===== src/design/lrmms_pkg.sv =====
// ----------------------------------------------------------------------------
// lrmms_pkg
// Types and constants shared by the lane row statistics block.
// ----------------------------------------------------------------------------
package lrmms_pkg;

	localparam int WORD_W    = 32;
	localparam int SUM_W     = 64;
	localparam int LANE_W    = 4;
	localparam int BEAT_W    = 26;
	localparam int MAX_LANES = 16;
	localparam int MEM_DEPTH = 2 * MAX_LANES;
	localparam int ADDR_W    = LANE_W + 1;
	localparam int OUT_W     = 136;

	typedef struct packed {
		logic [SUM_W-1:0]  sum;
		logic [WORD_W-1:0] min;
		logic [WORD_W-1:0] max;
	} stat_t;

	localparam stat_t STAT_RESET = '{sum: '0, min: '1, max: '0};

	// Handoff from the update pipeline to the drain sequencer at row end.
	typedef struct packed {
		logic vld;
		logic bank;
		logic eop;
	} drain_start_t;

endpackage


===== src/design/lrmms_stat_mem.sv =====
// ----------------------------------------------------------------------------
// lrmms_stat_mem
// Two-bank statistics memory: one write port, two registered read ports.
// ----------------------------------------------------------------------------
module lrmms_stat_mem (
	input  logic                   clk,
	input  logic                   arst_n,
	input  logic                   clr_en,
	input  logic                   clr_bank,
	input  logic                   wr_en,
	input  logic [lrmms_pkg::ADDR_W-1:0] wr_addr,
	input  lrmms_pkg::stat_t       wr_data,
	input  logic                   rd1_en,
	input  logic [lrmms_pkg::ADDR_W-1:0] rd1_addr,
	output lrmms_pkg::stat_t       rd1_data,
	input  logic                   rd2_en,
	input  logic [lrmms_pkg::ADDR_W-1:0] rd2_addr,
	output lrmms_pkg::stat_t       rd2_data
);
	import lrmms_pkg::*;

	stat_t                mem_q [MEM_DEPTH];
	logic [MEM_DEPTH-1:0] valid_q;
	stat_t                rd1_q;
	stat_t                rd2_q;

	// An entry that has not been written since its bank was opened reads as
	// the reset statistics.
	always_ff @(posedge clk or negedge arst_n) begin
		if (!arst_n) begin
			valid_q <= '0;
		end else begin
			if (clr_en) begin
				for (int i = 0; i < MEM_DEPTH; i++) begin
					if (i / MAX_LANES == int'(clr_bank)) valid_q[i] <= 1'b0;
				end
			end
			if (wr_en) valid_q[wr_addr] <= 1'b1;
		end
	end

	always_ff @(posedge clk) begin
		if (wr_en) mem_q[wr_addr] <= wr_data;
		if (rd1_en) rd1_q <= valid_q[rd1_addr] ? mem_q[rd1_addr] : STAT_RESET;
		if (rd2_en) rd2_q <= valid_q[rd2_addr] ? mem_q[rd2_addr] : STAT_RESET;
	end

	assign rd1_data = rd1_q;
	assign rd2_data = rd2_q;

endmodule


===== config.mk =====
export PLATFORM = sky130hd
export DESIGN_NAME = lrmms_stat_mem
export DESIGN_NICKNAME = d
export VERILOG_FILES = /design/src/design/lrmms_pkg.sv /design/src/design/lrmms_stat_mem.sv
export SDC_FILE = /design/constraint.sdc
export NUM_CORES = 2
export LEC_CHECK = 0
export BUFFER_PORTS_ARGS = -buffer_cell sky130_fd_sc_hd__buf_2
export CAP_MARGIN = 20
export CORE_ASPECT_RATIO = 1.5
export CORE_MARGIN = 2
export CORE_UTILIZATION = 35
export CTS_CLUSTER_SIZE = 14
export DETAILED_ROUTE_END_ITERATION = 12
export HOLD_SLACK_MARGIN = 0.08
export PLACE_DENSITY = 0.57
export SYNTH_ARGS = -nofsm -noshare
export SYNTH_HDL_FRONTEND = slang
export SYNTH_SLANG_ARGS = --single-unit

===== constraint.sdc =====
create_clock -name clk -period 3.3 [get_ports clk]
set_input_delay 0.33 -clock clk [delete_from_list [all_inputs] [get_ports clk]]
set_output_delay 0.33 -clock clk [all_outputs]
set_load 0.005 [all_outputs]

==> metrics.yaml <==
worst_hold_path:
  worstHoldPathType: "input pin to register"
sta:
  max_freq_ghz: 0.3418
  period_minus_slack_ps: 2926
  rsz0062_at_grt: "false"
  period_share_pct: 88.65
  worst_pin_slew_ps: 973.9
  hold_ws_ps: 155.2
  fin_tns_setup_ps: 0
  final_hold_viol_count: 0
  slew_headroom_pct: 35.07
  finalSetupViolCount: 0
  skew_ps: 67.80
  drv_slew: 0
placement:
  dp_hpwl_um: 449500
  gp_congestion: 0.8312
  portBuffers: 405
  place_area_mm2: 0.2184
detailed_routing:
  first_iter_violations: 15440
  dr.pass1.iters: 6
  wl_per_cell_um: 38.32
  via_per_inst: 6.361
  drtAntennaViolNets: 0
  drc: 0
  wl_um: 760600
  via_count: 126300
worst_setup_path:
  endpoint_kind: "register"
  cpPeakStageDelay_ps: 600
  crit_buf_inv: 2
  criticalPathCategory: "register to register"
  cp_max_fo: 22
  startpoint_type: "register"
  arrival_ps: 3730
  worst_path_max_delay_cell: "dlygate4sd3_1"
  crit_chain: "mux4_2 > mux2_2 > nand3_1 > and4_4 > buf_12 > a311oi_1 > dlygate4sd3_1"
  crit_family: "buffers and inverters"
  cp.required_ps: 4110
layout:
  fin_nets: 12060
  fin_area_mm2: 0.2330
  final_util_pct: 40.54
  syn_to_final_growth_pct: 15.38
  drive_gt1_share_pct: 26.24
synth:
  ys_async_sr_fraction_pct: 0.7299
  synthXorXnorAreaFrac_pct: 0
  synthAdderAreaFrac_pct: 0
  synth_top_family_by_area: "multiplexers"
  synth-compound-area-share_pct: 7.281
  synth_most_common_cell: "edfxtp_1"
  synth_ff_type: "edfxtp_1"
  synth_edf_count: 4352
  synth-seq-cells: 4384
  ys_seq_area_share_pct: 65.12
  synth_cell_type_count: 59
  netlist_instances: 11150
  synth_area_leaders: "edfxtp_1 65%, mux4_2 15%, mux2i_1 7.1%"
  synth_area_mm2: 0.2019
  yosysWarnings: 0
  synth_nets: 11300
  muxShareOfSynthArea_pct: 22.15
  synth.avg_cell_area_um2: 18.12
  synth_commonest_cells: "4352 x edfxtp_1, 1432 x mux2i_1, 1344 x mux4_2"
  synth_simple_gate_area_share_pct: 2.934
  synth_top_area_share_pct: 64.72
  yosysTopAreaCell: "edfxtp_1"
die:
  std_cell_rows: 341
  die_y_um: 934.3
  fp.dieW_um: 624.2
  core_mm2: 0.5747
  die-area_mm2: 0.5832
  initial_core_util_pct: 35.14
  ios: 406
clocking:
  cts-root-buf: "clkbuf_16"
  tritoncts: "yes"
  ctsHoldBuffers: 144
  cts_setup_buffers: 0
  clk_path_buf_depth: 4
  cts.htree.levels: 5
  numClockSinks: 4384
  clk_latency_ps: 1080
  path_clk_slew_ps: 70
  post_cts_resized: 0
  cts_made_buffers: 409
run:
  cap_violations: 0
global_routing:
  grt_usage_pct: 25.38
  grt_pass1_vias: 127100
  antenna_found_initial: 112
  overflow: 0
  grt_pass1_wl_um: 1035000
  grt_max_degree: 77
pwr:
  ir_drop_mv: 0.5223
  p_per_area_mw_per_mm2: 523.8
  finalPower_mw: 122.0
  p_leak_nw: 77.10
run_status:
  status: "finished clean"
==> per-layer routing <==
metal	vias to the layer above	track usage, %	wire (µm)
met5	-	0	272
met4	44	12.10	40110
met3	1660	3.899	61170
met2	6850	42.82	373800
met1	68370	31.98	285300
li1	49340	-	-
==> where the power goes <==
part           internal [mW]  switching [mW]  total [mW]
clock                   25.8            21.8        47.5
combinational           4.44            7.31        11.8
sequential              62.1           0.594        62.7
total                   92.4            29.7         122
==> through the flow <==
| stage | setup WS (ps) | std cells |
|---|---|---|
| 6_report | 374.4 | 19850 |
| 5_1_grt | 344.5 | 19820 |
| 4_1_cts | 406.4 | 19790 |
| 3_5_place_dp | 224.6 | 18900 |
| 3_3_place_gp | 245.4 | 18900 |
| 2_1_floorplan | -1391 | 11150 |
==> final cells by class <==
| type | count | area, µm² |
|---|---|---|
| Antenna cell | 62 | 155.1 |
| Clock buffer | 487 | 10570 |
| Clock inverter | 256 | 2394 |
| Fill cell | 51250 | 341700 |
| Inverter | 6 | 52.55 |
| Multi-Input combinational cell | 5817 | 65760 |
| Sequential cell | 4384 | 131500 |
| Tap cell | 7546 | 9442 |
| Timing Repair Buffer | 1292 | 13140 |
==> flip-flops by register name, summed over array words and instances, names as in the netlist <==
signal,count
mem_q,4096
rd1_data,128
rd2_data,128
valid_q,32
==> tightest hold or removal path, cell delays in order <==
cell     delay [ps]
buf_2           170
nand3_1         330
nor2_4          140
==> final timing paths <==
check,from,endpoint,slack [ps],cells past startpoint
setup / recovery,valid_q[15],rd2_data[121],370,7
hold / removal,wr_addr[4],mem_q[31][6],160,3
setup reg to reg,valid_q[15],rd2_data[121],370,7
hold reg to reg,valid_q[19],valid_q[19],500,1
max in group asynchronous,arst_n,valid_q[20],1510,5
min in group asynchronous,arst_n,valid_q[6],580,3
==> logic make-up (layout without fill, tap and decap cells) <==
| kind of cell | count (synthesis) | count (layout) |
|---|---|---|
| AND/OR/NAND/NOR | 1165 | 1165 |
| other | 0 | 62 |
| buffers and inverters | 946 | 2041 |
| AO/OA/AOI/OAI | 1865 | 1865 |
| multiplexers | 2787 | 2787 |
| flip-flops | 4384 | 4384 |
==> cell usage in the layout, fill, tap and decap left out, drive strengths merged, types with 203 or more instances in the layout <==
master / count
a221o: 203
a221oi: 434
a22oi: 305
buf: 1148
clkbuf: 487
edfxtp: 4352
mux2i: 1432
mux4: 1344
nand3: 215
nor2: 277
nor3: 231
o21ai: 318
(Power assumes the default switching activity.)
