===== src/design/lrmms_pkg.sv =====
// ----------------------------------------------------------------------------
// lrmms_pkg
// Types and constants shared by the lane row statistics block.
// ----------------------------------------------------------------------------
package lrmms_pkg;

	localparam int WORD_W    = 32;
	localparam int SUM_W     = 64;
	localparam int LANE_W    = 4;
	localparam int BEAT_W    = 26;
	localparam int MAX_LANES = 16;
	localparam int MEM_DEPTH = 2 * MAX_LANES;
	localparam int ADDR_W    = LANE_W + 1;
	localparam int OUT_W     = 136;

	typedef struct packed {
		logic [SUM_W-1:0]  sum;
		logic [WORD_W-1:0] min;
		logic [WORD_W-1:0] max;
	} stat_t;

	localparam stat_t STAT_RESET = '{sum: '0, min: '1, max: '0};

	// Handoff from the update pipeline to the drain sequencer at row end.
	typedef struct packed {
		logic vld;
		logic bank;
		logic eop;
	} drain_start_t;

endpackage


===== src/design/lrmms_drain.sv =====
// ----------------------------------------------------------------------------
// lrmms_drain
// Reads a finished bank out in lane order and presents one result item
// per lane through a registered output stage.
// ----------------------------------------------------------------------------
module lrmms_drain #(
	parameter int LANES = 16
) (
	input  logic                          clk,
	input  logic                          arst_n,
	input  lrmms_pkg::drain_start_t       drain_start,
	output logic                          drain_busy,
	output logic                          rd_en,
	output logic [lrmms_pkg::ADDR_W-1:0]  rd_addr,
	input  lrmms_pkg::stat_t              rd_data,
	output logic                          m_tvalid,
	input  logic                          m_tready,
	output logic [lrmms_pkg::OUT_W-1:0]   m_tdata,
	output logic                          m_tlast,
	output logic                          m_tuser
);
	import lrmms_pkg::*;

	logic              active_q;
	logic [LANE_W-1:0] lane_q;
	logic              bank_q;
	logic              eop_q;

	logic              vld_s1;
	logic [LANE_W-1:0] lane_s1;
	logic              eop_s1;
	logic              last_s1;

	logic              out_vld_q;
	logic [OUT_W-1:0]  out_data_q;
	logic              out_eop_q;
	logic              out_last_q;

	logic              out_adv;
	logic              s1_adv;
	logic              issue;
	logic              lane_last;

	assign out_adv   = !out_vld_q || m_tready;
	assign s1_adv    = !vld_s1 || out_adv;
	assign issue     = active_q && s1_adv;
	assign lane_last = (lane_q == LANE_W'(LANES - 1));

	assign drain_busy = active_q;
	assign rd_en      = issue;
	assign rd_addr    = {bank_q, lane_q};

	always_ff @(posedge clk or negedge arst_n) begin
		if (!arst_n) begin
			active_q  <= 1'b0;
			lane_q    <= '0;
			vld_s1    <= 1'b0;
			out_vld_q <= 1'b0;
		end else begin
			if (drain_start.vld) begin
				active_q <= 1'b1;
				lane_q   <= '0;
			end else if (issue) begin
				lane_q <= lane_last ? '0 : lane_q + LANE_W'(1);
				if (lane_last) active_q <= 1'b0;
			end
			if (s1_adv) vld_s1 <= issue;
			if (out_adv) out_vld_q <= vld_s1;
		end
	end

	always_ff @(posedge clk) begin
		if (drain_start.vld) begin
			bank_q <= drain_start.bank;
			eop_q  <= drain_start.eop;
		end
		if (issue) begin
			lane_s1 <= lane_q;
			eop_s1  <= eop_q;
			last_s1 <= lane_last;
		end
		if (out_adv && vld_s1) begin
			out_data_q <= {{(OUT_W - LANE_W - 2 * WORD_W - SUM_W){1'b0}},
				rd_data.sum, rd_data.min, rd_data.max, lane_s1};
			out_eop_q  <= eop_s1;
			out_last_q <= last_s1;
		end
	end

	assign m_tvalid = out_vld_q;
	assign m_tdata  = out_data_q;
	assign m_tlast  = out_eop_q;
	assign m_tuser  = out_last_q;

endmodule


===== config.mk =====
export PLATFORM = sky130hd
export DESIGN_NAME = lrmms_drain
export DESIGN_NICKNAME = d
export VERILOG_FILES = /design/src/design/lrmms_pkg.sv /design/src/design/lrmms_drain.sv
export SDC_FILE = /design/constraint.sdc
export NUM_CORES = 1
export LEC_CHECK = 0
export ABC_AREA = 1
export BUFFER_PORTS_ARGS = -buffer_cell sky130_fd_sc_hd__clkbuf_2
export CAP_MARGIN = 20
export CORE_MARGIN = 2
export CORE_UTILIZATION = 39
export DETAILED_ROUTE_END_ITERATION = 10
export PLACE_DENSITY = 0.74
export SLEW_MARGIN = 20
export SYNTH_ARGS = -nofsm -noshare
export SYNTH_HDL_FRONTEND = slang
export SYNTH_SLANG_ARGS = --single-unit

===== constraint.sdc =====
create_clock -name clk -period 7.2 [get_ports clk]
set_input_delay 1.44 -clock clk [delete_from_list [all_inputs] [get_ports clk]]
set_output_delay 1.44 -clock clk [all_outputs]
set_load 0.02 [all_outputs]

==> flow_summary.json, run 1 <==
{
  "yosysWarnings": 0,
  "min_period_ps": 3540,
  "grt.overflow.total": 0,
  "grt_pass1_vias": 2854,
  "syn-cell-area_mm2": 0.00468,
  "pre_cts_ws_ps": 3590,
  "postCtsSetupBuffers": 0,
  "critical_path_buf_inv_count": 4,
  "rr_startpoint": "m_tvalid$_DFFE_PN0P_",
  "period_share_pct": 49.2,
  "critPathRequiredTime_ps": 5760,
  "switching_share_pct": 25.9,
  "slew_headroom_pct": 41.1,
  "clk_pin_slew_ps": 50,
  "ir_drop_uv": 143,
  "viasPerCell": 4.45,
  "synth-main-ff-cell": "edfxtp_1",
  "clk_path_buf_depth": 2,
  "setup_viol": 0,
  "most-common-layout-cells": "275 x clkbuf_2, 142 x edfxtp_1, 17 x clkbuf_16",
  "place_congestion": 0.810,
  "path_cells": "clkbuf_2 -> inv_2 -> nand3_2 -> nand2_4 -> inv_2 -> clkbuf_2",
  "cp.depth": 6,
  "wl_mm": 10.5,
  "cts_buffers": 17,
  "synth-seq-area-share_pct": 94.9,
  "finClkSkew_ps": 5.28,
  "finalHoldViolations": 0,
  "final.setup.worst_slack_ps": 3660,
  "cts_hold_buf": 0,
  "cp-end-kind": "output pin",
  "reg2reg_to": "m_tdata[4]$_DFFE_PP_",
  "drv_cap": 0,
  "start_util_pct": 39.5,
  "total_leakage_power_nw": 3.02,
  "clk_latency_ps": 410,
  "via_count": 2877,
  "die_w_um": 114,
  "track_usage_pct": 15.8,
  "synthArstFlopShare_pct": 4.70,
  "critPathMaxStageDelay_ps": 200,
  "internal_power_w": 0.00175,
  "cts_resized": 0,
  "reg2reg_setup_slack_ps": 4740,
  "ctsRootBufferMaster": "clkbuf_16",
  "sequentialPowerShare_pct": 48.5,
  "fin_total_pwr_w": 0.00236,
  "crit_slowest_cell": "clkbuf_2",
  "cp-start-kind": "primary input",
  "hold_class": "flop to flop",
  "core_area_mm2": 0.0119,
  "postSynthCellCount": 194,
  "die_area_mm2": 0.0129,
  "num_rows": 40,
  "grt_pass1_wl_mm": 14.9,
  "cp_top_family": "buffers and inverters",
  "grt_max_degree": 71,
  "synth_edf_count": 142,
  "first_pass_iters": 6,
  "switching_power_w": 0.000613,
  "syn_area_per_cell_um2": 24.1,
  "drv_slew": 0,
  "dp_hpwl_mm": 7.93,
  "drive_above_1_share_pct": 62.6,
  "drc": 0,
  "area_delta_synth_final_pct": 45.6,
  "power_density_mw_per_mm2": 347,
  "cts_tree": "built",
  "grt_antenna_before_repair": 0,
  "rr_worst_depth": 3,
  "synthDistinctLibCells": 20,
  "arrival_ps": 2100,
  "layout_commonest_cell": "clkbuf_2",
  "comb_power_share_pct": 15.4,
  "timing.fmax_mhz": 283,
  "boundaryPins": 280,
  "fill_cells": 949,
  "synth_seq_cells": 149,
  "die_h_um": 114,
  "endpoint": "rd_en",
  "diodes": 0,
  "io_buffers": 275,
  "fin_tns_setup_ps": 0,
  "routedWlPerCell_um": 16.2,
  "rsz0062_at_grt": "no",
  "nNetsFinal": 623,
  "p_clk_share_pct": 36.1,
  "path_class": "primary input to output pin",
  "postRouteAntennaNets": 0,
  "cts.sinks": 149,
  "setup.worst_path.start": "m_tready",
  "run_status": "finished, final reports clean",
  "path_max_fanout": 9,
  "tightest_slew_ps": 884,
  "drt_iter0_drc": 231,
  "htree_levels": 4
}
layer usage:
layer | global-route usage (%) | vias up | share of wire [%]
li1 | - | 1322 | -
met1 | 18.3 | 1399 | 37
met2 | 26.1 | 143 | 53
met3 | 6.11 | 13 | 8.1
met4 | 7.15 | 0 | 1.6
met5 | 0 | - | 0
flip-flops by register name, summed over array words and instances (netlist names):
register / count
vld_s1: 1
bank_q: 1
drain_busy: 1
m_tdata: 132
lane_s1: 4
eop_q: 1
m_tvalid: 1
last_s1: 1
m_tlast: 1
m_tuser: 1
lane_q: 4
eop_s1: 1
stage by stage:
stage	cells	hold WS, ps	cell area [µm²]	utilization (%)
after global placement	616	403	6240	52.6
final	647	418	6810	57.4
after global routing	647	424	6810	57.4
after CTS	647	421	6810	57.4
after detailed placement	616	410	6240	52.6
after floorplan	197	400	4690	-
worst reg2reg max path, stage by stage (launching register included):
cell and delay (ps):
dfrtp_1 440, a21oi_4 160, buf_4 670, buf_4 800
layout make-up:
class	count	area, µm²	area share (%)
Clock buffer	21	440	6.47
Clock inverter	10	131	1.93
Inverter	7	32.5	0.478
Multi-Input combinational cell	36	193	2.83
Sequential cell	149	4440	65.2
Tap cell	147	184	2.70
Timing Repair Buffer	277	1390	20.4
synth_stat cells, types with 2 or more instances:
cell	instances	area share [%]
edfxtp_1	142	91
nand2_1	16	1.3
dfrtp_1	7	3.7
buf_4	5	0.80
inv_1	3	0.24
nand3_1	3	0.32
a21oi_1	2	0.21
inv_2	2	0.16
nand2_4	2	0.48
nor2_1	2	0.16
how the worst min path moves through the flow:
stage | depth (start not counted) | start | endpoint
floorplan | 0 | eop_q$_DFFE_PP_ | eop_s1$_DFFE_PP_
global placement | 0 | lane_s1[2]$_DFFE_PP_ | m_tdata[2]$_DFFE_PP_
detailed placement | 0 | last_s1$_DFFE_PP_ | m_tuser$_DFFE_PP_
CTS | 0 | lane_s1[3]$_DFFE_PP_ | m_tdata[3]$_DFFE_PP_
global route | 0 | lane_s1[2]$_DFFE_PP_ | m_tdata[2]$_DFFE_PP_
finish | 0 | lane_s1[2]$_DFFE_PP_ | m_tdata[2]$_DFFE_PP_
power groups by stage:
stage	Sequential [W]	Clock [W]	Combinational, W
final	0.00115	0.000853	0.000364
after global routing	0.00116	0.000909	0.000387
after CTS	0.00115	0.000872	0.000369
after detailed placement	0.00117	0	0.000369
after global placement	0.00116	0	0.000363
after floorplan	0.00132	0	0.0000647
logic make-up after synthesis:
logic type / synth area share, %
AOI/OAI and AO/OA: 0.428
adders and majority gates: 0.267
buffers and inverters: 1.50
DFF: 94.9
other: 0.0801
and+or+nand+nor: 2.86
Note: power is estimated with default switching activity, not from simulation.
==> inputs of run 2 (changes only) <==
Settings changed: CORE_UTILIZATION 39 to 43, PLACE_DENSITY 0.74 to 0.78.
Clock period 7.2 ns to 3.6 ns, I/O delays scaled along.
==> flow_summary.json, run 2 (same netlist as run 1, synthesis figures left out) <==
{
  "run_status": "finished, final reports clean",
  "hold_class": "primary input to async pin",
  "start_util_pct": 43.5,
  "finalHoldViolations": 0,
  "grt_pass1_vias": 2735,
  "power_density_mw_per_mm2": 687,
  "postCtsSetupBuffers": 0,
  "p_clk_share_pct": 35.0,
  "arrival_ps": 1500,
  "slew_headroom_pct": 51.1,
  "finClkSkew_ps": 7.18,
  "drive_above_1_share_pct": 62.6,
  "path_max_fanout": 9,
  "core_area_mm2": 0.0107,
  "timing.fmax_mhz": 451,
  "grt_max_degree": 135,
  "dp_cells": 608,
  "boundaryPins": 280,
  "layout_commonest_cell": "clkbuf_2",
  "cp-end-kind": "output pin",
  "largest_reg_flops": 132,
  "clk_latency_ps": 500,
  "die_area_mm2": 0.0117,
  "switching_power_w": 0.00125,
  "min_period_ps": 2220,
  "placed_area_mm2": 0.00624,
  "die_h_um": 108,
  "clk_pin_slew_ps": 60,
  "cts_buffers": 17,
  "reg2reg_setup_slack_ps": 1960,
  "rsz0062_at_grt": "no",
  "groute.layer.met1.usage_pct": 22.0,
  "fin_total_pwr_w": 0.00466,
  "die_w_um": 108,
  "path_class": "flop to output pin",
  "drv_slew": 0,
  "total_leakage_power_nw": 3.00,
  "wl_mm": 11.6,
  "grt.overflow.total": 0,
  "grt_pass1_wl_mm": 15.8,
  "switching_share_pct": 26.9,
  "drv_cap": 0,
  "place_congestion": 0.812,
  "grt.busiest_layer": "met2",
  "use_met3_pct": 6.93,
  "routedWlPerCell_um": 18.1,
  "io_buffers": 275,
  "fin_tns_setup_ps": 0,
  "area_delta_synth_final_pct": 45.1,
  "grtUsageMet2_pct": 33.2,
  "comb_power_share_pct": 15.7,
  "ctsRootBufferMaster": "clkbuf_8",
  "cp-start-kind": "flop",
  "postRouteAntennaNets": 0,
  "viasPerCell": 4.46,
  "clk_path_buf_depth": 2,
  "internal_power_w": 0.00341,
  "ir_drop_uv": 581,
  "fin_cells": 640,
  "setup_viol": 0,
  "dp_hpwl_mm": 8.95,
  "track_usage_pct": 19.4,
  "nNetsFinal": 622,
  "period_share_pct": 61.6,
  "tightest_slew_ps": 734,
  "cts.sinks": 149,
  "htree_levels": 4,
  "cts_resized": 0,
  "critPathRequiredTime_ps": 2880,
  "first_pass_iters": 5,
  "sequentialPowerShare_pct": 49.2,
  "num_rows": 38,
  "postLayoutCellArea_mm2": 0.00679,
  "cts_tree": "built",
  "drt_iter0_drc": 201,
  "cts_hold_buf": 0,
  "most-common-layout-cells": "275 x clkbuf_2, 142 x edfxtp_1, 16 x nand2_1, 16 x clkbuf_16, 7 x dfrtp_1",
  "diodes": 0,
  "grt_antenna_before_repair": 0,
  "via_count": 2857,
  "drc": 0
}
run 2: cell count changes in the layout (fill, tap and decap cells not counted):
cell and change:
buf_12 +1, buf_4 -2, bufinv_16 -1, clkbuf_16 -1, clkbuf_8 +1, clkinv_2 -2, clkinvlp_4 +2, inv_6 +2
run 2: worst paths after layout:
kind                                 startpoint               endpoint  cells past startpoint
setup / recovery           m_tvalid$_DFFE_PN0P_                  rd_en                      4
hold / removal                           arst_n  lane_q[3]$_DFFE_PN0P_                      1
setup reg to reg           m_tvalid$_DFFE_PN0P_   m_tdata[0]$_DFFE_PP_                      2
hold reg to reg            lane_s1[3]$_DFFE_PP_   m_tdata[3]$_DFFE_PP_                      0
max in group asynchronous                arst_n   m_tvalid$_DFFE_PN0P_                      1
min in group clk                    rd_data[38]  m_tdata[42]$_DFFE_PP_                      1
run 2: power by group through the flow:
| stage | Combinational, W | Sequential (W) | Clock, W |
|---|---|---|---|
| detailed placement | 0.000741 | 0.00233 | 0 |
| CTS | 0.000742 | 0.00230 | 0.00167 |
| finish | 0.000733 | 0.00230 | 0.00163 |
| global placement | 0.000726 | 0.00232 | 0 |
| floorplan | 0.000132 | 0.00262 | 0 |
| global route | 0.000783 | 0.00232 | 0.00175 |
run 2: layout make-up:
type | count | area, µm²
sequential | 149 | 4440
fill | 812 | 3960
timing repair buffer | 276 | 1400
clock buffer | 21 | 429
multi-input combinational | 36 | 193
tap | 140 | 175
clock inverter | 11 | 124
inverter | 7 | 32.5
run 2: critical path: stages, from the launching register on:
cell and delay, ps:
dfrtp_1 440, nand3_2 130, nand2_4 70, inv_2 150, clkbuf_2 200
run 2: stage by stage:
step | util [%] | setup slack (ps) | hold slack, ps
finish | 63.2 | 1380 | 43.1
global route | 63.2 | 1290 | 19.6
CTS | 63.2 | 1350 | 23.8
detailed placement | 58.0 | 1520 | 412
global placement | 58.0 | 1520 | 409
floorplan | - | 139 | 400
run 2: routing by layer:
metal / share of wire [%] / vias to the layer above
li1: - / 1326
met1: 37 / 1361
met2: 53 / 147
met3: 7.5 / 23
met4: 3.1 / 0
met5: 0 / -
