$ cat src/design/lrmms_pkg.sv
// ----------------------------------------------------------------------------
// lrmms_pkg
// Types and constants shared by the lane row statistics block.
// ----------------------------------------------------------------------------
package lrmms_pkg;

	localparam int WORD_W    = 32;
	localparam int SUM_W     = 64;
	localparam int LANE_W    = 4;
	localparam int BEAT_W    = 26;
	localparam int MAX_LANES = 16;
	localparam int MEM_DEPTH = 2 * MAX_LANES;
	localparam int ADDR_W    = LANE_W + 1;
	localparam int OUT_W     = 136;

	typedef struct packed {
		logic [SUM_W-1:0]  sum;
		logic [WORD_W-1:0] min;
		logic [WORD_W-1:0] max;
	} stat_t;

	localparam stat_t STAT_RESET = '{sum: '0, min: '1, max: '0};

	// Handoff from the update pipeline to the drain sequencer at row end.
	typedef struct packed {
		logic vld;
		logic bank;
		logic eop;
	} drain_start_t;

endpackage

$ cat src/design/lrmms_update.sv
// ----------------------------------------------------------------------------
// lrmms_update
// Accepts words, tracks lane and beat position, and updates the lane entry
// by read, modify and write back with forwarding from the previous word.
// ----------------------------------------------------------------------------
module lrmms_update #(
	parameter int LANES = 16
) (
	input  logic                          clk,
	input  logic                          arst_n,
	input  logic [lrmms_pkg::BEAT_W-1:0]  row_beats,
	input  logic                          s_tvalid,
	output logic                          s_tready,
	input  logic [lrmms_pkg::WORD_W-1:0]  s_word,
	input  logic                          s_eop,
	input  logic                          drain_busy,
	output lrmms_pkg::drain_start_t       drain_start,
	output logic                          clr_en,
	output logic                          clr_bank,
	output logic                          rd_en,
	output logic [lrmms_pkg::ADDR_W-1:0]  rd_addr,
	input  lrmms_pkg::stat_t              rd_data,
	output logic                          wr_en,
	output logic [lrmms_pkg::ADDR_W-1:0]  wr_addr,
	output lrmms_pkg::stat_t              wr_data
);
	import lrmms_pkg::*;

	logic [LANE_W-1:0] pos_q;
	logic [BEAT_W-1:0] beats_q;
	logic              bank_q;

	logic              vld_s1;
	logic              end_s1;
	logic              eop_s1;
	logic [ADDR_W-1:0] addr_s1;
	logic [WORD_W-1:0] word_s1;

	logic              byp_vld_q;
	logic [ADDR_W-1:0] byp_addr_q;
	stat_t             byp_data_q;

	logic              acc;
	logic              lane_last;
	logic [BEAT_W-1:0] done;
	logic [BEAT_W-1:0] need;
	logic              row_end;
	stat_t             old_stat;
	stat_t             new_stat;

	assign lane_last = (pos_q == LANE_W'(LANES - 1));
	assign done      = beats_q + BEAT_W'(1);
	assign need      = (row_beats == '0) ? BEAT_W'(1) : row_beats;
	assign row_end   = lane_last && ((done == '0) || (done >= need));

	// A row-ending word waits until the other bank has been fully read out.
	assign s_tready = !(row_end && ((vld_s1 && end_s1) || drain_busy));
	assign acc      = s_tvalid && s_tready;

	assign rd_en    = acc;
	assign rd_addr  = {bank_q, pos_q};
	assign clr_en   = acc && row_end;
	assign clr_bank = ~bank_q;

	always_ff @(posedge clk or negedge arst_n) begin
		if (!arst_n) begin
			pos_q     <= '0;
			beats_q   <= '0;
			bank_q    <= 1'b0;
			vld_s1    <= 1'b0;
			byp_vld_q <= 1'b0;
		end else begin
			vld_s1    <= acc;
			byp_vld_q <= vld_s1;
			if (acc) begin
				pos_q <= lane_last ? '0 : pos_q + LANE_W'(1);
				if (lane_last) beats_q <= row_end ? '0 : done;
				if (row_end) bank_q <= ~bank_q;
			end
		end
	end

	always_ff @(posedge clk) begin
		if (acc) begin
			end_s1  <= row_end;
			eop_s1  <= s_eop;
			addr_s1 <= rd_addr;
			word_s1 <= s_word;
		end
		byp_addr_q <= addr_s1;
		byp_data_q <= new_stat;
	end

	// The read for this item was issued while the previous item was writing.
	assign old_stat = (byp_vld_q && (byp_addr_q == addr_s1)) ? byp_data_q : rd_data;

	always_comb begin
		new_stat.max = (word_s1 > old_stat.max) ? word_s1 : old_stat.max;
		new_stat.min = (word_s1 < old_stat.min) ? word_s1 : old_stat.min;
		new_stat.sum = old_stat.sum + SUM_W'(word_s1);
	end

	assign wr_en   = vld_s1;
	assign wr_addr = addr_s1;
	assign wr_data = new_stat;

	assign drain_start.vld  = vld_s1 && end_s1;
	assign drain_start.bank = addr_s1[ADDR_W-1];
	assign drain_start.eop  = eop_s1;

endmodule

$ cat config.mk
export PLATFORM = sky130hd
export DESIGN_NAME = lrmms_update
export DESIGN_NICKNAME = d
export VERILOG_FILES = /design/src/design/lrmms_pkg.sv /design/src/design/lrmms_update.sv
export SDC_FILE = /design/constraint.sdc
export NUM_CORES = 1
export LEC_CHECK = 0
export ABC_AREA = 0
export BUFFER_PORTS_ARGS = -buffer_cell sky130_fd_sc_hd__buf_4
export CORE_ASPECT_RATIO = 1.1
export CORE_UTILIZATION = 35
export DETAILED_ROUTE_END_ITERATION = 6
export GPL_ROUTABILITY_DRIVEN = 0
export GPL_TIMING_DRIVEN = 0
export SLEW_MARGIN = 5
export SYNTH_ARGS = -nofsm -noshare
export SYNTH_HDL_FRONTEND = slang
export SYNTH_SLANG_ARGS = --single-unit
export TNS_END_PERCENT = 10
$ cat constraint.sdc
create_clock -name clk -period 5.33 [get_ports clk]
set_clock_uncertainty 0.1 [all_clocks]
set_input_delay 1.066 -clock clk [delete_from_list [all_inputs] [get_ports clk]]
set_output_delay 1.066 -clock clk [all_outputs]
set_load 0.05 [all_outputs]
==> results of run 1 <==
per-stage QoR:
stage / cell area (sq um) / TNS [ns]
floorplan: 15500 / -19.62
global placement: 18700 / -175.82
detailed placement: 18700 / -152.93
CTS: 20800 / -68.11
global route: 21700 / -75.71
finish: 21700 / -54.57
per-layer routing:
layer | track usage (%) | part of all wire [%] | vias to the layer above
met4 | 8.31 | 3.2 | 4
met1 | 28.8 | 40 | 6205
met3 | 4.57 | 6.0 | 83
met2 | 44.0 | 51 | 398
met5 | 0 | 0.096 | -
li1 | - | - | 6248
worst register-to-register path, cell delays in order (launching register included):
cell and delay (ns):
dfrtp_2 0.46, ha_1 0.17, buf_4 0.14, and4_1 0.20, buf_6 0.14, nand4_1 0.23
o21a_1 0.29, or2_4 0.27, ha_4 0.24, nand4_1 0.10, nor2_1 0.08, a221o_1 0.34
o21ai_1 0.15, o211ai_1 0.15, a211oi_4 0.37, o31ai_2 0.14, bufinv_8 0.35, buf_12 0.23
flip-flops by register name, indices dropped and copies added (netlist names):
register,cells
end_s1,1
byp_addr_q,5
wr_addr,5
byp_vld_q,1
bank_q,1
wr_en,1
word_s1,32
eop_s1,1
beats_q,26
pos_q,4
byp_data_q,128
placed cells by master (no fill, tap or decap), types with 8 or more instances in the layout:
cell,synthesis,routed
a21o_1,41,40
a21oi_1,64,49
a21oi_2,0,10
a31oi_1,18,14
and2_1,11,9
and3_1,15,13
buf_12,0,16
buf_4,6,322
buf_6,4,104
clkbuf_1,33,15
clkbuf_16,0,34
dfrtp_1,33,31
dfxtp_1,133,133
edfxtp_1,39,39
ha_1,124,101
ha_4,0,20
inv_1,88,86
mux2i_1,172,79
mux2i_2,0,22
mux2i_4,0,71
nand2_1,156,129
nand2_2,2,24
nand3_1,54,52
nand4_1,48,48
nor2_1,51,45
nor2b_1,10,8
nor3_1,24,14
nor4_1,19,10
o211ai_1,9,9
o21a_1,9,9
o21ai_0,54,40
o21ai_1,1,8
or3_1,14,8
xnor2_1,71,41
xnor2_2,0,17
xnor2_4,0,13
xor2_1,18,10
power by group through the flow:
stage	Combinational, mW	Clock (mW)	Sequential (mW)
floorplan	2.83	0	2.19
global placement	3.97	0	2.14
detailed placement	4.01	0	2.15
CTS	4.37	1.85	2.13
global route	4.83	1.91	2.18
finish	4.56	1.82	2.14
final timing paths:
path / from / end / slack, ns / depth (start not counted)
worst max-delay path: wr_addr[1] / wr_data[1] / -0.65 / 18
worst min-delay path: wr_en / byp_vld_q / 0.37 / 0
worst max register to register: beats_q[0] / word_s1[28] / 0.82 / 17
worst min register to register: wr_en / byp_vld_q / 0.37 / 0
max in group asynchronous: arst_n / beats_q[1] / 4.37 / 1
min in group asynchronous: arst_n / wr_en / 0.40 / 1
cells by family after synthesis:
group / synth area share, %
adder cells (fa/ha/maj): 11.6
multiplexers: 13.1
XOR/XNOR: 5.75
flip-flops: 34.3
buffers and inverters: 4.78
AO/OA/AOI/OAI: 13.3
AND/OR/NAND/NOR: 17.2
area by class of cell:
class                      count  area [sq um]
fill                        3350         16500
inverter                      88           344
tap                          500           626
antenna                        4          10.0
clock buffer                  32           683
sequential                   205          4660
timing repair buffer         425          3730
buffer                        59           731
clock inverter                14           170
multi-input combinational   1107         10700
timing repair:
| action | CTS | global route |
|---|---|---|
| pin swaps | 49 | 61 |
| buffers inserted | 52 | 27 |
| gates cloned | 5 | 4 |
| endpoints found under the setup margin | 174 | 123 |
| endpoints found under the hold margin | 0 | 0 |
| resized for setup | 175 | 147 |
==> impl_metrics.ini, run 1 <==
[run_status]
outcome = finished with violations
violations = negative setup slack

[floorplanning]
initial_core_util_pct = 35.5
die_height_microns = 208
dieWidth_microns = 190
core_sq_um = 38200
core.rowCount = 75
die_area_sq_um = 39600
ioPinCount = 337

[detailed_routing]
totalWireLength_microns = 50200
routedWlPerCell_microns = 20.6
dr.first_iter.drc_count = 707
via_per_inst = 5.32
first_pass_iters = 5
num_vias = 12938
drc = 0
postRouteAntennaNets = 0

[clock_tree]
path_clk_slew_ns = 0.06
clockRootBuffer = clkbuf_16
postCtsHoldBufs = 0
insertion_delay_ns = 0.56
htreeDepth = 1
cts.path.max_buffers = 3
cts_tree = done
cts_buffers = 25
clock_sinks = 205

[power_and_ir_drop]
pwr-share-clk_pct = 21.3
switchingPower_mw = 3.62
p_total_mw = 8.52
power.density_nw_per_um2 = 393
switching_share_pct = 42.5
leakagePower_nw = 9.56
seqPwrFrac_pct = 25.1
comb_power_share_pct = 53.6
peakVddDrop_uv = 305
internal_power_mw = 4.90

[synth]
ys_warn_count = 0
synth_fp_nets = 1781
syn_avg_cell_area_sq_um = 9.26
synth-edff-count = 39
syn_inst = 1465
ys_ff_latch = 205
yosys.area.top_type = dfxtp_1
yosys.area.top_type_share_pct = 19.6
synth.area.top_cells = dfxtp_1 (20%), mux2i_1 (13%), ha_1 (11%)
synth_cell_types = 83
syn-cell-area_sq_um = 13600
seq_area_frac_synth_pct = 34.3
synthArstFlopShare_pct = 16.1
synth_ff_type = dfxtp_1
synth_common_cells = mux2i_1 (172), nand2_1 (156), dfxtp_1 (133)
synth.most_common_cell = mux2i_1

[worst_setup_path]
critPathRequiredTime_ns = 4.16
cpPeakStageDelay_ns = 0.47
cp_top_family = simple AND/OR/NAND/NOR gates
crit_type = flip-flop to output pin
cpMaxStageDelayCell = or3_4
end_kind = output pin
critPathLaunchType = flip-flop
cp.arrival_ns = 4.82
crit_chain = xnor2_2 -> and4_4 -> nand2_8 -> clkbuf_16 -> buf_8 -> mux2i_2 -> ha_1 -> nand4_1 -> nor4_4 -> buf_4 -> nand2_1 -> buf_4 -> a21boi_0 -> or3_4 -> buf_12 -> buf_16 -> mux2i_4 -> buf_6
path_max_fanout = 10
crit_top_cell = buf_4
crit_buf_inv = 7

[global_routing]
grt_pass1_wl_microns = 74300
grt_pass1_vias = 12997
globalRouteTotalUtil_pct = 24.5
grt_max_degree = 34
grt_overflow_total = 0
antenna_found_initial = 6

[sta]
fmax_ghz = 0.167
setup_viol = 115
hold_ws_ns = 0.367
relSlewSlack_pct = 33.1
slew_viol_final = 0
rsz0062_at_grt = yes
hold_viol = 0
worst_slew_pin_slew_ns = 1.00
layout_setup_ws_ns = -0.654
fin_crit_sh_pct = 112
period_needed_ns = 5.98

[placement]
place_hpwl_microns = 38200
place_worst_setup_slack_ns = -1.81
port_buffers = 336
placed_cells = 2302

[layout]
post-route-util_pct = 56.8
instances_no_fill = 2434
area_growth_pct = 59.9
fin_nets = 2227
final_layout_size_suffix_gt1_share_pct = 42.5

[min_path]
hold_class = flip-flop to flip-flop

[flow_run]
max_cap_viol_count = 0
Note: power is estimated with default switching activity, not from simulation.
==> run 2: changes to the inputs <==
CORE_UTILIZATION = 45   (was 35)
PLACE_DENSITY = 0.72   (was not set)
==> run 2 against run 1 <==
  * The run still ends with negative setup slack left
  * Total power decreased by 1.6%
  * Combinational power about the same
  * Register-to-register slack improved by 0.05 ns
  * Utilization increased by 16 points
  * Clock power decreased by 9%
  * Count of clock-buffer cells in the layout increased by 2
  * Worst hold slack got worse by 0.018 ns
  * Setup slack got worse by 0.0085 ns
  * Flip-flop and latch count unchanged
  * Non-clock buffer count decreased by 7
  * Via count increased by 1.4%
  * Largest cell class unchanged
  * First-iteration DRC count increased by 17%
  * Critical endpoint is now wr_data[119]
==> impl_metrics.ini, run 2 (synthesized netlist as in run 1, its figures left out) <==
[run_status]
outcome = finished with violations
violations = negative setup slack

[global_routing]
grt_max_degree = 34
grt_pass1_wl_microns = 72800
globalRouteTotalUtil_pct = 30.3
grt_pass1_vias = 13298
grt_overflow_total = 0
antenna_found_initial = 1

[sta]
rsz0062_at_grt = yes
setup_viol = 115
layout_setup_ws_ns = -0.662
fmax_ghz = 0.167
hold_viol = 0
hold_ws_ns = 0.349
slew_viol_final = 0
relSlewSlack_pct = 39.2
setup_tns_ns = -52.95
fin_crit_sh_pct = 112
period_needed_ns = 5.99
worst_slew_pin_slew_ns = 0.912

[layout]
multiInputGateArea_sq_um = 10800
area_growth_pct = 58.4
top_regs = byp_data_q: 128 flops, word_s1: 32 flops, beats_q: 26 flops
post-route-util_pct = 72.5
final_layout_size_suffix_gt1_share_pct = 42.0
largest_register_ffs = 128
fin_area_sq_um = 21500
instances_no_fill = 2296
layout_common_cells = buf_4 (300), nand2_1 (143), dfxtp_1 (133), buf_6 (113), ha_1 (99)
area.sequential_sq_um = 4660
fillers = 2153
top_register = byp_data_q
fin_nets = 2219
layout.cells.most_common = buf_4

[worst_setup_path]
r2r-start = wr_addr[0]
cpMaxStageDelayCell = edfxtp_1
end_kind = output pin
crit_top_cell = buf_6
crit_end = wr_data[119]
r2r_slack_ns = 0.87
critPathRequiredTime_ns = 4.16
cp.arrival_ns = 4.83
worst-r2r-cell-count = 23
path_max_fanout = 10
critPathLaunchType = flip-flop
cpPeakStageDelay_ns = 0.43
crit_buf_inv = 9
timing.rr.end = byp_data_q[119]
crit_chain = xnor2_2 -> nand2_2 -> nor2_4 -> buf_12 -> buf_12 -> clkbuf_8 -> nand2_1 -> nand2_2 -> ha_4 -> clkbuf_8 -> buf_6 -> a21oi_4 -> o211ai_1 -> a211oi_2 -> nor3b_4 -> buf_6 -> o41ai_4 -> buf_4 -> buf_4 -> nor4_2 -> xnor2_1 -> mux2i_4 -> buf_6
cp_top_family = buffers and inverters
crit_type = flip-flop to output pin
crit_cells = 23
crit_path_start = wr_addr[0]

[clock_tree]
cts_buffers = 24
cts_tree = done
clockRootBuffer = clkbuf_16
path_clk_slew_ns = 0.06
postCtsHoldBufs = 0
cts.path.max_buffers = 3
insertion_delay_ns = 0.54
clock_sinks = 205
htreeDepth = 1

[placement]
place_hpwl_microns = 35700
placed_cells = 2176
port_buffers = 336
place_worst_setup_slack_ns = -1.64
placed_cell_area_sq_um = 18500

[flow_run]
max_cap_viol_count = 0

[floorplanning]
die_height_microns = 184
core_sq_um = 29600
core.rowCount = 66
initial_core_util_pct = 45.8
die_area_sq_um = 30800
ioPinCount = 337
dieWidth_microns = 168

[detailed_routing]
totalWireLength_microns = 48500
dr.first_iter.drc_count = 826
postRouteAntennaNets = 0
drc = 0
first_pass_iters = 7
num_vias = 13117
via_per_inst = 5.71
routedWlPerCell_microns = 21.1

[power_and_ir_drop]
peakVddDrop_uv = 360
power.density_nw_per_um2 = 390
leakagePower_nw = 9.49
p_total_mw = 8.38

[min_path]
hold_class = flip-flop to flip-flop
hold_depth = 0
min_from = wr_en
run 2: cell types whose count changed in the layout (fill, tap and decap cells not counted), moves of 4 or more:
cell,change
buf_4,-22
nand2_1,+14
nand2_2,-10
buf_6,+9
mux2i_2,-8
mux2i_4,+8
clkbuf_8,+6
clkinv_1,-5
nand2_4,-4
run 2: where the power goes:
part,internal [mW],switching [mW],total [mW],leakage (nW)
logic,1.89,2.69,4.58,7.29
registers,1.93,0.224,2.15,1.83
clock network,0.940,0.713,1.65,0.376
run 2: how the worst min path moves through the flow:
| stage | to | slack (ns) |
|---|---|---|
| after floorplan | wr_addr[4] | 0.35 |
| after global placement | byp_addr_q[0] | 0.31 |
| after detailed placement | byp_addr_q[1] | 0.31 |
| after CTS | byp_vld_q | 0.35 |
| after global routing | byp_vld_q | 0.37 |
| final | byp_vld_q | 0.35 |
run 2: area by class of cell:
type                            instances  area share, %
Multi-Input combinational cell       1107           50.2
Sequential cell                       205           21.7
Timing Repair Buffer                  417           17.4
Buffer                                 60           3.36
Clock buffer                           34           3.16
Tap cell                              374           2.18
Inverter                               88           1.55
Clock inverter                         10          0.425
Antenna cell                            1         0.0116
run 2: what timing repair did:
item	4_1_cts	5_1_grt
endpoints found under the hold margin	0	0
pin swaps	57	41
endpoints found under the setup margin	164	122
setup buffers	59	14
resized for setup	225	107
cloned	4	3
run 2: layer usage:
layer  vias up  part of all wire (%)  global-route usage (%)
li1       6218                     -                       -
met3       114                   6.0                    4.83
met1      6311                    40                    35.8
met4         0                   4.4                    13.5
met5         -                     0                       0
met2       474                    50                    54.1
==> run 3: changes to the inputs <==
CORE_ASPECT_RATIO = not set   (was 1.1)
CORE_UTILIZATION = 49   (was 45)
PLACE_DENSITY = 0.77   (was 0.72)
==> run 3 against run 2 <==
  * Count of clock-buffer cells in the layout rose by 2
  * Global-route usage up 1.7 points
  * First-iteration DRC count increased by 19%
  * Largest cell class unchanged
  * Final cell count is 1.1% lower
  * Highest routed layer is now met5
  * The run still ends with negative setup slack left
==> impl_metrics.ini, run 3 (synthesized netlist as in run 1, its figures left out) <==
[run_status]
outcome = finished with violations
violations = negative setup slack

[layout]
fin_area_sq_um = 21500
largest_register_ffs = 128
layout.cells.most_common = buf_4
final_layout_size_suffix_gt1_share_pct = 41.8
area.sequential_sq_um = 4660
top_register = byp_data_q
post-route-util_pct = 79.4
area_growth_pct = 58.1
layout_common_cells = buf_4 (312), nand2_1 (135), dfxtp_1 (133), buf_6 (104), ha_1 (99)
multiInputGateArea_sq_um = 10700
fin_nets = 2225
top_regs = byp_data_q: 128 flops, word_s1: 32 flops, beats_q: 26 flops
fillers = 1728

[power_and_ir_drop]
switchingPower_mw = 3.60
leakagePower_nw = 9.53
comb_power_share_pct = 54.8
seqPwrFrac_pct = 25.8
internal_power_mw = 4.76
switching_share_pct = 43.1
power.density_nw_per_um2 = 390
pwr-share-clk_pct = 19.5
peakVddDrop_uv = 413

[worst_setup_path]
cp.arrival_ns = 4.92
crit_type = flip-flop to output pin
path_max_fanout = 7
crit_end = wr_data[127]
r2r_slack_ns = 0.73
worst-r2r-cell-count = 17
timing.rr.end = word_s1[27]
critPathLaunchType = flip-flop
critPathRequiredTime_ns = 4.16
crit_path_start = wr_addr[1]
r2r-start = beats_q[0]
end_kind = output pin

[sta]
worst_slew_pin_slew_ns = 1.04
setup_viol = 115
period_needed_ns = 6.09
relSlewSlack_pct = 30.6
layout_setup_ws_ns = -0.758
fmax_ghz = 0.164
hold_viol = 0
fin_crit_sh_pct = 114
slew_viol_final = 0
rsz0062_at_grt = yes

[clock_tree]
htreeDepth = 1
insertion_delay_ns = 0.53
path_clk_slew_ns = 0.06
cts_tree = done
cts.path.max_buffers = 3
clockRootBuffer = clkbuf_16
cts_buffers = 24
clock_sinks = 205

[detailed_routing]
totalWireLength_microns = 48500
dr.first_iter.drc_count = 979
num_vias = 13373
first_pass_iters = 7
drc = 0
routedWlPerCell_microns = 21.4
via_per_inst = 5.89
postRouteAntennaNets = 0

[global_routing]
grt_pass1_vias = 13032
globalRouteTotalUtil_pct = 32.0
grt_max_degree = 34
grt_overflow_total = 0
grt_pass1_wl_microns = 70700
antenna_found_initial = 3

[floorplanning]
core_sq_um = 27000
dieWidth_microns = 168
die_height_microns = 168
initial_core_util_pct = 50.2
ioPinCount = 337
die_area_sq_um = 28400
core.rowCount = 60

[min_path]
hold_class = flip-flop to flip-flop

[placement]
place_hpwl_microns = 35000
placed_cell_area_sq_um = 18500
port_buffers = 336

[flow_run]
max_cap_viol_count = 0
## run 3: layout make-up
| cell class | count | area share (%) |
|---|---|---|
| Sequential cell | 205 | 21.7 |
| Clock inverter | 8 | 0.303 |
| Tap cell | 341 | 1.99 |
| Inverter | 88 | 1.56 |
| Timing Repair Buffer | 422 | 17.6 |
| Multi-Input combinational cell | 1107 | 50.1 |
| Buffer | 61 | 3.40 |
| Antenna cell | 2 | 0.0233 |
| Clock buffer | 36 | 3.25 |
## run 3: layer usage
layer,up-vias,global-route usage [%],share of wire [%]
met5,-,0,0.025
met4,2,11.6,4.2
met3,127,5.43,6.6
met2,586,56.4,50
met1,6416,39.1,40
li1,6242,-,-
## run 3: power by group through the flow
stage | Combinational, mW | Clock, mW | Sequential, mW
after floorplan | 2.83 | 0 | 2.19
final | 4.58 | 1.63 | 2.15
after detailed placement | 3.96 | 0 | 2.15
after global placement | 3.90 | 0 | 2.14
after CTS | 4.30 | 1.64 | 2.13
after global routing | 4.81 | 1.69 | 2.18
## run 3: per-stage QoR
stage / TNS, ns / cells / power, mW / setup WS, ns / hold WS (ns)
after global routing: -73.25 / 2270 / 8.68 / -0.904 / 0.390
after CTS: -53.87 / 2225 / 8.07 / -0.811 / 0.371
final: -56.14 / 2270 / 8.36 / -0.758 / 0.381
after floorplan: -19.62 / 1465 / 5.02 / -0.264 / 0.348
after global placement: -138.92 / 2142 / 6.04 / -1.60 / 0.342
after detailed placement: -130.85 / 2143 / 6.12 / -1.67 / 0.338
## run 3: how the worst min path moves through the flow
stage	start	to	slack, ns	cells past startpoint
after CTS	wr_en	byp_vld_q	0.37	0
after global routing	wr_en	byp_vld_q	0.39	0
after global placement	wr_addr[1]	byp_addr_q[1]	0.34	0
after floorplan	bank_q	wr_addr[4]	0.35	0
after detailed placement	wr_addr[3]	byp_addr_q[3]	0.34	0
final	wr_en	byp_vld_q	0.38	0
## run 3: critical path, cell delays in order (launching register included)
cell and delay (ns):
edfxtp_1 0.42, xnor2_1 0.22, and4_4 0.32, nand2_8 0.08, clkbuf_16 0.16, clkbuf_16 0.17
buf_12 0.14, nand2_4 0.05, nand2_4 0.05, ha_4 0.26, buf_6 0.10, nand4_1 0.19
nor4_2 0.37, nand3_2 0.15, a31oi_4 0.21, buf_6 0.13, o41ai_4 0.05, buf_6 0.16
buf_12 0.12, or4_4 0.57, nor2_4 0.16, xnor2_4 0.14, buf_6 0.18
## run 3: timing repair
action                                 4_1_cts  5_1_grt
pin swaps                                   46       47
gates resized for setup                    195      116
endpoints found under the hold margin        0        0
gates cloned                                 4        4
setup buffers                               39       39
hold buffers                                 0        0
setup endpoints to repair                  161      121
